==> src/hw/rtl/b2da_pkg.sv <==
// ----------------------------------------------------------------------------
// b2da_pkg
// Shared constants and controller/datapath interface types for the
// binary to decimal ascii converter.
// ----------------------------------------------------------------------------
package b2da_pkg;

    localparam int VALUE_W            = 32;
    localparam int DEFAULT_VALUE_BITS = 32;
    localparam int MAX_DIGITS         = 10;
    localparam int DIGIT_W            = 4;
    localparam int BCD_BITS           = MAX_DIGITS * DIGIT_W;
    localparam int DIG_CNT_W          = $clog2(MAX_DIGITS + 1);
    localparam int CHAR_W             = 6;

    localparam logic [DIGIT_W-1:0] DABBLE_LIMIT = 4'd5;
    localparam logic [DIGIT_W-1:0] DABBLE_ADD   = 4'd3;
    localparam logic [1:0]         ASCII_HIGH   = 2'b11;

    typedef struct packed {
        logic load;
        logic dabble;
        logic shift_digit;
    } b2da_cmd_t;

    typedef struct packed {
        logic bit_last;
        logic digit_last;
    } b2da_status_t;

endpackage

==> src/hw/rtl/b2da_ctrl.sv <==
// ----------------------------------------------------------------------------
// b2da_ctrl
// Sequencer: load, one shift-add pass per input bit, then digit emission.
// ----------------------------------------------------------------------------
module b2da_ctrl
    import b2da_pkg::*;
(
    input  logic         clk,
    input  logic         rst_n,
    input  logic         start,
    output logic         busy,
    output b2da_cmd_t    cmd,
    input  b2da_status_t status
);

    localparam logic [1:0] ST_IDLE    = 2'd0;
    localparam logic [1:0] ST_CONVERT = 2'd1;
    localparam logic [1:0] ST_EMIT    = 2'd2;

    logic [1:0] state_reg;
    logic [1:0] state_next;

    always_ff @(posedge clk or negedge rst_n)
    begin
        if (!rst_n)
        begin
            state_reg <= ST_IDLE;
        end
        else
        begin
            state_reg <= state_next;
        end
    end

    always_comb
    begin
        state_next = state_reg;
        cmd        = '0;
        unique case (state_reg)
            ST_IDLE:
            begin
                if (start)
                begin
                    cmd.load   = 1'b1;
                    state_next = ST_CONVERT;
                end
            end
            ST_CONVERT:
            begin
                cmd.dabble = 1'b1;
                if (status.bit_last)
                begin
                    state_next = ST_EMIT;
                end
            end
            ST_EMIT:
            begin
                cmd.shift_digit = 1'b1;
                if (status.digit_last)
                begin
                    state_next = ST_IDLE;
                end
            end
            default:
            begin
                state_next = ST_IDLE;
            end
        endcase
    end

    assign busy = (state_reg != ST_IDLE);

endmodule

==> src/hw/rtl/b2da_datapath.sv <==
// ----------------------------------------------------------------------------
// b2da_datapath
// Double dabble shift register, bcd digit shifter and output register.
// ----------------------------------------------------------------------------
module b2da_datapath
    import b2da_pkg::*;
#(
    parameter int VALUE_BITS = DEFAULT_VALUE_BITS
)
(
    input  logic               clk,
    input  logic               rst_n,
    input  logic [VALUE_W-1:0] value,
    input  b2da_cmd_t          cmd,
    output b2da_status_t       status,
    output logic               strobe,
    output logic [CHAR_W-1:0]  char_code,
    output logic               last_digit
);

    localparam int EFF_BITS  = (VALUE_BITS < VALUE_W) ? VALUE_BITS : VALUE_W;
    localparam int BIT_CNT_W = $clog2(EFF_BITS + 1);

    logic [EFF_BITS-1:0]  bin_reg;
    logic [BCD_BITS-1:0]  bcd_reg;
    logic [BIT_CNT_W-1:0] bit_cnt_reg;
    logic [DIG_CNT_W-1:0] dig_cnt_reg;
    logic                 started_reg;
    logic                 strobe_reg;
    logic [CHAR_W-1:0]    char_reg;
    logic                 last_reg;

    logic [BCD_BITS-1:0]  adjusted;
    logic [DIGIT_W-1:0]   top_digit;
    logic                 emit;

    // add 3 to every digit of 5 or more before the shift
    always_comb
    begin
        for (int i = 0; i < MAX_DIGITS; i++)
        begin
            if (bcd_reg[i*DIGIT_W +: DIGIT_W] >= DABBLE_LIMIT)
            begin
                adjusted[i*DIGIT_W +: DIGIT_W] = bcd_reg[i*DIGIT_W +: DIGIT_W] + DABBLE_ADD;
            end
            else
            begin
                adjusted[i*DIGIT_W +: DIGIT_W] = bcd_reg[i*DIGIT_W +: DIGIT_W];
            end
        end
    end

    assign top_digit         = bcd_reg[BCD_BITS-1 -: DIGIT_W];
    assign status.bit_last   = (bit_cnt_reg == BIT_CNT_W'(1));
    assign status.digit_last = (dig_cnt_reg == DIG_CNT_W'(1));

    // leading zeros are skipped, the final digit always goes out
    assign emit = cmd.shift_digit
                  && ((top_digit != '0) || started_reg || status.digit_last);

    always_ff @(posedge clk)
    begin
        if (cmd.load)
        begin
            bin_reg     <= value[EFF_BITS-1:0];
            bcd_reg     <= '0;
            bit_cnt_reg <= BIT_CNT_W'(EFF_BITS);
            dig_cnt_reg <= DIG_CNT_W'(MAX_DIGITS);
        end
        else if (cmd.dabble)
        begin
            bin_reg     <= bin_reg << 1;
            bcd_reg     <= {adjusted[BCD_BITS-2:0], bin_reg[EFF_BITS-1]};
            bit_cnt_reg <= bit_cnt_reg - BIT_CNT_W'(1);
        end
        else if (cmd.shift_digit)
        begin
            bcd_reg     <= bcd_reg << DIGIT_W;
            dig_cnt_reg <= dig_cnt_reg - DIG_CNT_W'(1);
        end
        if (emit)
        begin
            char_reg <= {ASCII_HIGH, top_digit};
            last_reg <= status.digit_last;
        end
    end

    always_ff @(posedge clk or negedge rst_n)
    begin
        if (!rst_n)
        begin
            started_reg <= 1'b0;
            strobe_reg  <= 1'b0;
        end
        else
        begin
            strobe_reg <= emit;
            if (cmd.load)
            begin
                started_reg <= 1'b0;
            end
            else if (emit)
            begin
                started_reg <= 1'b1;
            end
        end
    end

    assign strobe     = strobe_reg;
    assign char_code  = char_reg;
    assign last_digit = last_reg;

endmodule

==> src/hw/rtl/binary_to_decimal_ascii_top.sv <==
// ----------------------------------------------------------------------------
// binary_to_decimal_ascii_top
// Converts an unsigned binary value into decimal ascii digit characters.
// ----------------------------------------------------------------------------
// usage:
//   drive value and raise start while busy is low; that edge takes the
//   transaction and busy rises on the next cycle.
//   the converter runs one shift-add-3 pass per input bit (VALUE_BITS passes,
//   capped at 32), then walks the ten bcd digits from the top, one per cycle,
//   skipping leading zeros.
//   each digit leaves as a one-cycle strobe with char_code ('0'..'9') and
//   last_digit set on the least significant digit. zero gives a single '0'.
//   a transaction runs the bit-serial conversion loop and then the digit walk;
//   the first digit appears after the conversion loop, later when leading
//   zeros are skipped.
//   busy falls on the edge that registers the last digit, so the next start
//   may overlap the final strobe.
//   there is no backpressure: results must be taken when strobe is high.
//   reset clears the sequencer and the strobe; any transaction in flight
//   is dropped.
// ----------------------------------------------------------------------------
module binary_to_decimal_ascii_top
    import b2da_pkg::*;
#(
    parameter int VALUE_BITS = DEFAULT_VALUE_BITS
)
(
    input  logic               clk,
    input  logic               rst_n,
    input  logic               start,
    output logic               busy,
    input  logic [VALUE_W-1:0] value,
    output logic               strobe,
    output logic [CHAR_W-1:0]  char_code,
    output logic               last_digit
);

    b2da_cmd_t    cmd;
    b2da_status_t status;

    b2da_ctrl u_ctrl (
        .clk    (clk),
        .rst_n  (rst_n),
        .start  (start),
        .busy   (busy),
        .cmd    (cmd),
        .status (status)
    );

    b2da_datapath #(
        .VALUE_BITS (VALUE_BITS)
    ) u_datapath (
        .clk        (clk),
        .rst_n      (rst_n),
        .value      (value),
        .cmd        (cmd),
        .status     (status),
        .strobe     (strobe),
        .char_code  (char_code),
        .last_digit (last_digit)
    );

endmodule

==> config.mk <==
export PLATFORM = sky130hd
export DESIGN_NAME = binary_to_decimal_ascii_top
export DESIGN_NICKNAME = d
export VERILOG_FILES = /design/src/hw/rtl/b2da_pkg.sv /design/src/hw/rtl/b2da_ctrl.sv /design/src/hw/rtl/b2da_datapath.sv /design/src/hw/rtl/binary_to_decimal_ascii_top.sv
export SDC_FILE = /design/constraint.sdc
export NUM_CORES = 1
export LEC_CHECK = 0
export BUFFER_PORTS_ARGS = -buffer_cell sky130_fd_sc_hd__clkbuf_2
export CAP_MARGIN = 10
export CORE_MARGIN = 1.5
export CORE_UTILIZATION = 42
export DETAILED_ROUTE_END_ITERATION = 16
export HOLD_SLACK_MARGIN = 0.08
export PLACE_DENSITY = 0.64
export SLEW_MARGIN = 20
export SYNTH_ARGS = -nofsm -noshare
export SYNTH_HDL_FRONTEND = slang
export SYNTH_SLANG_ARGS = --single-unit
==> constraint.sdc <==
create_clock -name clk -period 2.4 [get_ports clk]
set_clock_uncertainty 0.2 [all_clocks]
set_input_delay 0.36 -clock clk [delete_from_list [all_inputs] [get_ports clk]]
set_output_delay 0.36 -clock clk [all_outputs]
set_load 0.005 [all_outputs]
After elaboration in Yosys (flattened, before gate mapping). Index checks and enable logic that the tools add are counted.

Add/sub/neg operators: 12. Order comparisons: 10. Eq/ne operators: 7. Mux-type cells: 24. Bitwise gates (word level): 1. Reductions and logical operators: 11.

Operator list (number): 2-to-1 mux 40 bit (2); 2-to-1 mux 32 bit (2); >= comparator 4 x 3 -> 1 bit (second input constant) (10); adder 4 x 2 -> 4 bit (second input constant) (9); 2-to-1 mux 4 bit (9); nonzero test 2 bit (4); equality test 6 x 1 -> 1 bit (second input constant) (1); 2-to-1 mux 1 bit (6); 2-to-1 mux 2 bit (3); case mux 2 bit (3 select lines) (1); subtractor 6 x 1 -> 6 bit (second input constant) (1); equality test 4 x 1 -> 1 bit (second input constant) (1); != test 2 bit (second input constant) (2); nonzero test 4 bit (1); subtractor 4 x 1 -> 4 bit (second input constant) (1); adder 3 x 2 -> 3 bit (second input constant) (1); 2-to-1 mux 3 bit (1); AND reduction 3 bit (1); equality test 2 x 1 -> 1 bit (second input constant) (1); equality test 2 bit (second input constant) (1); logical NOT 2 bit (1); logical OR 1 bit (2); != test 2 x 1 -> 1 bit (second input constant) (1); AND reduction 2 bit (1); other kinds (2) (2).

Flip-flop bits (word level): 91. Input port bits: 35. Output and inout port bits: 9.

Depth between registers and ports, before layout. Gate-level depths: netlist (run 1).

Depth after elaboration: 6. Mapped depth: 8.

Hierarchy. From an unflattened synthesis (run 1), not the netlist that was laid out.

Cell total of the unflattened synthesis: 487. Area, all modules: 5057.4 um^2.

Modules (own cells, without submodules): b2da_datapath (times used 1, cells each 475, area each 4946.0 um^2, sequential area each 2162.1 um^2); b2da_ctrl (times used 1, cells each 12, area each 111.4 um^2, sequential area each 50.0 um^2).

Least setup slack after synthesis (run 1). Ideal clock, no wire load.

Path type: register to register. Start point: reg u_ctrl.state_reg[0]. End point: reg u_datapath.bin_reg[0] (enable). Library setup time: 478 ps. Data arrival time: 1755 ps. Slack: -33 ps. Stages on the path, launching flop included: 7. Cells stage by stage: dfrtp_1 -> inv_1 -> ha_1 -> nand2_1 -> buf_2 -> buf_1 -> nand2_1.

Cells in the longest elaborated chain, start to end: 3. Elaborated cells between the ends (all ways): 5.

Ends and longest elaborated chain: start, declared (line b2da_ctrl.sv:20) `logic [1:0] state_reg;`; start signal, assigned (line b2da_ctrl.sv:31) `state_reg <= state_next;`; equality test 2 x 1 -> 1 bit / logical NOT 2 bit (equally long branches) (line b2da_ctrl.sv:39) `unique case (state_reg)`; 2-to-1 mux 1 bit (line b2da_ctrl.sv:39); nonzero test 2 bit (no line) *; end signal, assigned (line b2da_datapath.sv:65) `bin_reg <= value[EFF_BITS-1:0];`; end signal, assigned (line b2da_datapath.sv:72) `bin_reg <= bin_reg << 1;`; end, declared (line b2da_datapath.sv:24) `logic [EFF_BITS-1:0] bin_reg;`.

Mark *: on every way between the ends. The rest lies on a longest branch, timed or not. A chain may end at the register's enable or synchronous reset.

Worst setup path in the final report (run 1).
Start point: reg u_ctrl.state_reg[1]. End point: reg u_datapath.bit_cnt_reg[5].

Cells in the longest elaborated chain, start to end: 2. Elaborated cells between the ends (all ways): 4.

Ends and longest elaborated chain: equality test 2 x 1 -> 1 bit / logical NOT 2 bit (equally long branches) (line b2da_ctrl.sv:39); 2-to-1 mux 1 bit (line b2da_ctrl.sv:39); end signal, assigned (line b2da_datapath.sv:67) `bit_cnt_reg <= BIT_CNT_W'(EFF_BITS);`; end signal, assigned (line b2da_datapath.sv:74) `bit_cnt_reg <= bit_cnt_reg - BIT_CNT_W'(1);`; end, declared (line b2da_datapath.sv:26) `logic [BIT_CNT_W-1:0] bit_cnt_reg;`.

Parallel ways exist; a longest one is shown, timed or not.

==> results of run 1 <==
-- critical path, delay by kind of cell, from the launching register on --
kind	cells	cell delay (ps)
simple gates	3	730
flops	1	400
fa+ha+maj	1	360
xor+xnor	1	130
buf+inv	1	110
-- stage by stage --
step | setup slack [ps] | hold WS, ps | instance area, um2 | util, %
final | 334 | 81.1 | 5730 | 52.2
after global placement | 418 | -26.7 | 5170 | 47.1
after floorplan | 275 | -136 | 4810 | -
after global routing | 170 | 84.0 | 5730 | 52.2
after detailed placement | 347 | -22.4 | 5170 | 47.1
after CTS | 318 | 81.5 | 5730 | 52.2
-- what timing repair did --
| item | in CTS | in global routing |
|---|---|---|
| hold endpoints to repair | 27 | 0 |
| resized for setup | 0 | 0 |
| hold buffers | 24 | 0 |
-- synth_stat cells (12+ instances only) --
| master | instances |
|---|---|
| nand2_1 | 117 |
| dfxtp_1 | 50 |
| inv_1 | 40 |
| edfxtp_1 | 37 |
| o21ai_0 | 30 |
| ha_1 | 29 |
| a21oi_1 | 27 |
| nor2_1 | 26 |
| xnor2_1 | 15 |
| buf_2 | 14 |
| nand3_1 | 14 |
| a22oi_1 | 13 |
| mux2_2 | 12 |
-- routing by layer --
layer	vias up	part of all wire, %	GRT usage (%)
met5	-	0	0
met4	0	1.2	5.47
met3	12	4.5	4.56
met2	84	48	30.0
met1	1846	46	25.3
li1	1959	-	-
-- kinds of logic after synthesis --
family / count (synthesis) / share of synthesized area, %
and+or+nand+nor: 192 / 17.5
AOI/OAI and AO/OA: 118 / 16.2
DFF: 91 / 46.1
buffers and inverters: 71 / 6.15
adders and majority gates: 29 / 7.56
xor gates and xnor gates: 18 / 3.28
muxes: 13 / 3.13
other: 1 / 0.0781
-- cell type report --
| class | instances | area share (%) |
|---|---|---|
| Multi-Input combinational cell | 372 | 40.2 |
| Timing Repair Buffer | 80 | 9.95 |
| Clock inverter | 6 | 1.18 |
| Tap cell | 140 | 3.06 |
| Inverter | 41 | 2.68 |
| Sequential cell | 91 | 38.6 |
| Clock buffer | 10 | 4.36 |
-- worst max-delay path by stage --
stage	cells after the start	endpoint
after floorplan	6	u_datapath.bin_reg[0]
after global placement	6	u_datapath.bit_cnt_reg[5]
after detailed placement	6	u_datapath.bit_cnt_reg[5]
after CTS	6	u_datapath.bit_cnt_reg[5]
after global routing	6	u_datapath.bit_cnt_reg[5]
final	6	u_datapath.bit_cnt_reg[5]
-- power by group through the flow --
stage	sequential [mW]	clock [mW]	combinational, mW
3_3_place_gp	2.83	0	3.28
2_1_floorplan	2.73	0	2.58
3_5_place_dp	2.85	0	3.39
6_report	2.83	1.50	3.42
4_1_cts	2.82	1.54	3.46
5_1_grt	2.91	1.59	3.88
==> out/metrics.cfg, run 1 <==
[clock_network]
cts.clk_slew.worst_paths_ps = 70
cts_root_buf = clkbuf_16
htreeDepth = 3
ctsLongestPathBuffers = 2
cts_setup_buffers = 0
cts_sinks = 91
cts_made_buffers = 9
clock_latency_ps = 350
cts_tree = done

[global_routing]
track_usage_pct = 18.8
grt_pass1_vias = 3679
grt_pass1_wl_um = 17500
grt_antenna_before_repair = 0
grt_remaining_overflow = 0
grt_max_degree = 39

[worst_setup_path]
crit_type = reg -> reg
path_max_fanout = 9
worstPathArrival_ps = 2090
r2r_start = u_ctrl.state_reg[1]
rr_endpoint = u_datapath.bit_cnt_reg[5]
crit_path_max_incr_delay_ps = 520
r2r_cells = 6
required_ps = 2420
slowest_stage = or4b_4
rrSetupSlack_ps = 330
start_kind = flop
crit_chain = inv_1 > ha_1 > or4b_4 > nor3_2 > xnor2_1 > nand2_1
end_kind = flop
crit_start = u_ctrl.state_reg[1]

[layout]
multi_input_area_um2 = 2300
fin_cells = 740
n_fill_cell = 998
drive_above_1_share_pct = 15.7
largest_register_ffs = 40
syn2layout_area_growth_pct = 19.4
final_cell_mix = 115 x nand2_1, 50 x dfxtp_1, 41 x clkbuf_2
n_antenna_cell = 0
regArea_um2 = 2210
fin_nets = 659
layout_commonest_cell = nand2_1

[power]
clkPwrFrac_pct = 19.4
p_int_mw = 4.69
p_per_area_nw_per_um2 = 1350
p_sw_share_pct = 39.5
comb_power_share_pct = 44.1
p_sw_mw = 3.06
leakagePower_nw = 2.40
peakVddDrop_mv = 0.544
seq_power_share_pct = 36.5
total_power_mw = 7.76

[timing]
rsz0062_at_grt = false
setup-violations-final = 0
min_period_ps = 2070
min_period_over_period_pct = 86.1
fmax_mhz = 484
maxSlewViolCount = 0
hold_violations = 0
tns_ps = 0

[status]
status = complete, no violations

[detailed_routing]
ant_nets = 0
routed_via_density = 5.27
drt-initial-drc-count = 341
wl_per_cell_um = 14.2
vias = 3901
drc = 0
detail_route.first_pass.iterations = 4
wirelength_um = 10500

[place]
gp_congestion = 0.799
dpl.hpwl_um = 6920
dp.cells = 700
portBuffers = 41

[floorplanning]
die_x_um = 110
ios = 44
start_util_pct = 43.7
fp-row-count = 38
fp.dieH_um = 110
core_region_area_um2 = 11000
die_area_um2 = 12100

[synth]
syn-instance-count = 533
synth.largest_area_cell = edfxtp_1
syn-cell-area_um2 = 4800
synth_area_leaders = edfxtp_1 23%, dfxtp_1 21%, nand2_1 9.1%
synth_top_area_share_pct = 23.1
ys_types = 44
ys.flop_type = dfxtp_1
avgSynthCellArea_um2 = 9.01
yosysWarnings = 0
synth_edf_count = 37
synth.yosys.seq_area_share_pct = 46.1
ys_ff_latch = 91
async_flop_share_pct = 4.40

[worst_hold_path]
hold_path_depth = 3
hold_class = in -> reg
min_to = u_datapath.bin_reg[9]
hold_start = value[9]

[job]
cap_violations = 0

No activity file was read; power rests on OpenSTA's default activity.
==> inputs of run 2 (changes only) <==
==> constraint.sdc (replaced) <==
create_clock -name clk -period 2.4 [get_ports clk]
set_clock_uncertainty 0.2 [all_clocks]
set_input_delay 0 -clock clk [delete_from_list [all_inputs] [get_ports clk]]
set_output_delay 0 -clock clk [all_outputs]
set_load 0.005 [all_outputs]
==> run 2 against run 1 <==
First-iteration DRC count fell by 16%. Worst hold slack improved by 170 ps. Core utilization rose by 1.1 points. Combinational power barely moved. Non-clock buffer count rose by 12. Sequential share of layout area fell by 0.79 points. Register-to-register slack barely moved. Largest cell class unchanged. Critical endpoint unchanged. Global-route usage rose by 0.18 points. Clock power barely moved. Via count rose by 0.38%. Die area did not move. Setup slack got worse by 1.2 ps.
==> out/metrics.cfg, run 2 (synthesis gave the netlist of run 1 again) <==
[clock_network]
htreeDepth = 3
cts_setup_buffers = 0
cts_resized = 0
ctsLongestPathBuffers = 2
cts_tree = done
cts_sinks = 91
clock_latency_ps = 350
cts_made_buffers = 9
hold_buffers = 36
cts_root_buf = clkbuf_16
cts.clk_slew.worst_paths_ps = 70

[worst_setup_path]
critPathBufInv = 1
slowest_stage = or4b_4
worstPathArrival_ps = 2090
critPathTopFamily = simple AND/OR/NAND/NOR gates
crit_type = reg -> reg
path_max_fanout = 9
end_kind = flop
rrSetupSlack_ps = 330
crit_chain = inv_1 > ha_1 > or4b_4 > nor3_2 > xnor2_1 > nand2_1
required_ps = 2420
crit_path_max_incr_delay_ps = 520
start_kind = flop

[layout]
multi_input_area_um2 = 2300
fin_nets = 671
largest_register_ffs = 40
syn2layout_area_growth_pct = 21.9
n_fill_cell = 976
layout_commonest_cell = nand2_1
n_antenna_cell = 0
drive_above_1_share_pct = 15.4
regArea_um2 = 2210
final_cell_mix = 115 x nand2_1, 50 x dfxtp_1, 41 x clkbuf_2
fin_cells = 752

[global_routing]
grt_max_degree = 39
grt_antenna_before_repair = 0
grt_remaining_overflow = 0
grt_pass1_wl_um = 17700
track_usage_pct = 19.0
grt_pass1_vias = 3736

[detailed_routing]
routed_via_density = 5.21
drt-initial-drc-count = 288
wl_per_cell_um = 14.1
wirelength_um = 10600
ant_nets = 0
vias = 3916
detail_route.first_pass.iterations = 4
drc = 0

[power]
peakVddDrop_mv = 0.544
p_per_area_nw_per_um2 = 1330
p_sw_share_pct = 39.5
comb_power_share_pct = 44.3
seq_power_share_pct = 36.3
leakagePower_nw = 2.45
p_int_mw = 4.71
p_sw_mw = 3.07
clkPwrFrac_pct = 19.3

[timing]
min_period_ps = 2070
hold_ws_ps = 249
rsz0062_at_grt = false
maxSlewViolCount = 0
fmax_mhz = 484
hold_violations = 0
min_period_over_period_pct = 86.2
tns_ps = 0
setup-violations-final = 0

[job]
cap_violations = 0

[floorplanning]
ios = 44
fp-row-count = 38
start_util_pct = 43.7
core_region_area_um2 = 11000
die_area_um2 = 12100
die_x_um = 110
fp.dieH_um = 110

[place]
portBuffers = 41
dpl.hpwl_um = 6920
dp.cells = 700
gp_congestion = 0.799

[status]
status = complete, no violations

[worst_hold_path]
hold_class = in -> reg

run 2: changes by cell type in the layout (fill, tap and decap cells not counted):
| cell | change |
|---|---|
| dlygate4sd3_1 | +12 |
run 2: power by group through the flow:
stage                     clock [mW]  combinational (mW)  sequential [mW]
after detailed placement           0                3.39             2.85
after global placement             0                3.28             2.83
after CTS                       1.54                3.48             2.82
after global routing            1.59                3.90             2.91
final                           1.50                3.45             2.83
after floorplan                    0                2.58             2.73
run 2: final cells by class:
class | instances | share of cell area (%)
tap | 140 | 2.99
clock inverter | 6 | 1.15
inverter | 41 | 2.63
multi-input combinational | 372 | 39.4
timing repair buffer | 92 | 11.8
clock buffer | 10 | 4.28
sequential | 91 | 37.8
run 2: worst paths after layout:
path,cells past startpoint,endpoint,startpoint
worst max register to register,6,u_datapath.bit_cnt_reg[5],u_ctrl.state_reg[1]
max in group asynchronous,3,u_datapath.strobe,rst_n
min in group asynchronous,3,u_ctrl.state_reg[0],rst_n
worst min register to register,0,u_datapath.char_code[1],u_datapath.bcd_reg[37]
worst min-delay path,4,u_datapath.bin_reg[6],value[6]
worst max-delay path,6,u_datapath.bit_cnt_reg[5],u_ctrl.state_reg[1]
run 2: per-stage QoR:
step	utilization, %	area [um2]	setup WS, ps	power (mW)
after floorplan	-	4810	275	5.31
after global placement	47.1	5170	418	6.10
after detailed placement	47.1	5170	347	6.24
after CTS	53.3	5850	318	7.84
after global routing	53.3	5850	170	8.41
final	53.3	5850	332	7.78
run 2: per-layer routing:
metal | share of wire [%] | routed length (um) | up-vias | GRT usage [%]
met2 | 48 | 5040 | 81 | 30.3
met4 | 1.2 | 123 | 0 | 5.47
li1 | - | - | 1980 | -
met5 | 0 | 0 | - | 0
met1 | 47 | 4960 | 1843 | 25.6
met3 | 4.3 | 452 | 12 | 4.56
run 2: worst reg2reg max path, delay by kind of cell, from the launching register on:
family	cells	cell delay, ps
simple gates	3	750
flops	1	400
fa+ha+maj	1	360
xor+xnor	1	130
buf+inv	1	110
==> inputs of run 3 (changes only) <==
CTS_CLUSTER_DIAMETER = 100   (was unset)
RECOVER_POWER = 50   (was unset)
==> run 3 against run 2 <==
Clock power barely moved. Critical endpoint unchanged. Sequential share of layout area rose by 0.28 points. Worst hold slack improved by 0.66 ps. Die area did not move. Non-clock buffer count did not move. Wire length barely moved. Via count fell by 0.10%. Count of clock-buffer cells in the layout did not move. Fmax fell by 2.0%. Largest power group unchanged. Core utilization fell by 0.40 points.
==> out/metrics.cfg, run 3 (synthesis gave the netlist of run 1 again) <==
[status]
status = complete, no violations

[detailed_routing]
detail_route.first_pass.iterations = 4
drt-initial-drc-count = 321
vias = 3912
wl_per_cell_um = 14.1
wirelength_um = 10600
drc = 0
routed_via_density = 5.20
ant_nets = 0

[floorplanning]
fp-row-count = 38
die_area_um2 = 12100
fp.dieH_um = 110
ios = 44
start_util_pct = 43.7
die_x_um = 110
core_region_area_um2 = 11000

[timing]
tightestPinTransition_ps = 643
maxSlewViolCount = 0
relSlewSlack_pct = 57.2
fmax_mhz = 474
setup_slack_ps = 290
tns_ps = 0
min_period_over_period_pct = 87.9
hold_violations = 0
setup-violations-final = 0
rsz0062_at_grt = false
min_period_ps = 2110

[layout]
syn2layout_area_growth_pct = 21.0
drive_above_1_share_pct = 13.6
n_fill_cell = 986
final_cell_mix = 115 x nand2_1, 50 x dfxtp_1, 40 x inv_1
n_antenna_cell = 0
largest_register_ffs = 40
layout_commonest_cell = nand2_1
fin_nets = 671
fin_area_um2 = 5810
fin_cells = 752

[worst_setup_path]
r2r_start = u_ctrl.state_reg[1]
rr_endpoint = u_datapath.bit_cnt_reg[5]
end_kind = flop
crit_type = reg -> reg
path_max_fanout = 9
worst-path-stages = 6
crit_end = u_datapath.bit_cnt_reg[5]
worstPathArrival_ps = 2110
r2r_cells = 6
slowest_stage = or4b_1
critPathTopFamily = simple AND/OR/NAND/NOR gates
required_ps = 2400
crit_path_max_incr_delay_ps = 530
rrSetupSlack_ps = 290
crit_chain = inv_1 > ha_1 > or4b_1 > nor3_2 > xnor2_1 > nand2_1
critPathBufInv = 1
start_kind = flop
crit_start = u_ctrl.state_reg[1]

[place]
dpl.hpwl_um = 6920
gp_congestion = 0.799
placed_area_um2 = 5170
portBuffers = 41
dp_worst_setup_slack_ps = 347
dp.cells = 700

[power]
leakagePower_nw = 2.42
peakVddDrop_mv = 0.538
p_per_area_nw_per_um2 = 1330

[clock_network]
hold_buffers = 36
cts_made_buffers = 9
clock_latency_ps = 350
cts.clk_slew.worst_paths_ps = 70
cts_resized = 0
cts_sinks = 91
ctsLongestPathBuffers = 2
cts_tree = done
cts_setup_buffers = 0
htreeDepth = 3
cts_root_buf = clkbuf_16

[global_routing]
grt_max_degree = 39
grt_antenna_before_repair = 0
grt_pass1_vias = 3736
grt_remaining_overflow = 0
grt_pass1_wl_um = 17700
track_usage_pct = 19.0

[job]
cap_violations = 0

[worst_hold_path]
hold_class = in -> reg

[run 3: through the flow]
stage / utilization (%) / hold slack (ps) / total power, mW
finish: 52.9 / 249 / 7.72
global route: 52.9 / 261 / 8.34
CTS: 53.3 / 240 / 7.84
detailed placement: 47.1 / -382 / 6.24
global placement: 47.1 / -387 / 6.10
floorplan: - / -496 / 5.31
[run 3: worst min-delay path by stage]
stage | slack (ps) | from | end | cells past startpoint
2_1_floorplan | -500 | rst_n | u_ctrl.state_reg[0] | 0
6_report | 250 | value[6] | u_datapath.bin_reg[6] | 4
3_3_place_gp | -390 | rst_n | u_datapath.strobe | 1
3_5_place_dp | -380 | rst_n | u_datapath.strobe | 1
5_1_grt | 260 | value[7] | u_datapath.bin_reg[7] | 4
4_1_cts | 240 | value[6] | u_datapath.bin_reg[6] | 4
[run 3: tightest hold or removal path, stage by stage]
cell           delay, ps
dlygate4sd3_1        520
clkbuf_2              90
nand2_1               40
nand2_1               50
[run 3: cell type report]
type,instances,area (um2),area share [%]
sequential,91,2210,38.1
tap,140,175,3.02
clock buffer,10,250,4.31
inverter,41,154,2.65
clock inverter,6,67.6,1.16
multi-input combinational,372,2280,39.2
timing repair buffer,92,674,11.6
[run 3: per-layer routing]
metal  track usage, %  wire length [um]
met5                0                 0
met4             5.47               111
met3             4.56               397
met2             30.3              5100
met1             25.6              4980
[run 3: power by group]
part | total [mW] | switching (mW) | internal (mW)
clock | 1.50 | 0.622 | 0.878
sequential | 2.82 | 0.423 | 2.40
combinational | 3.39 | 2.01 | 1.38
total | 7.72 | 3.06 | 4.66
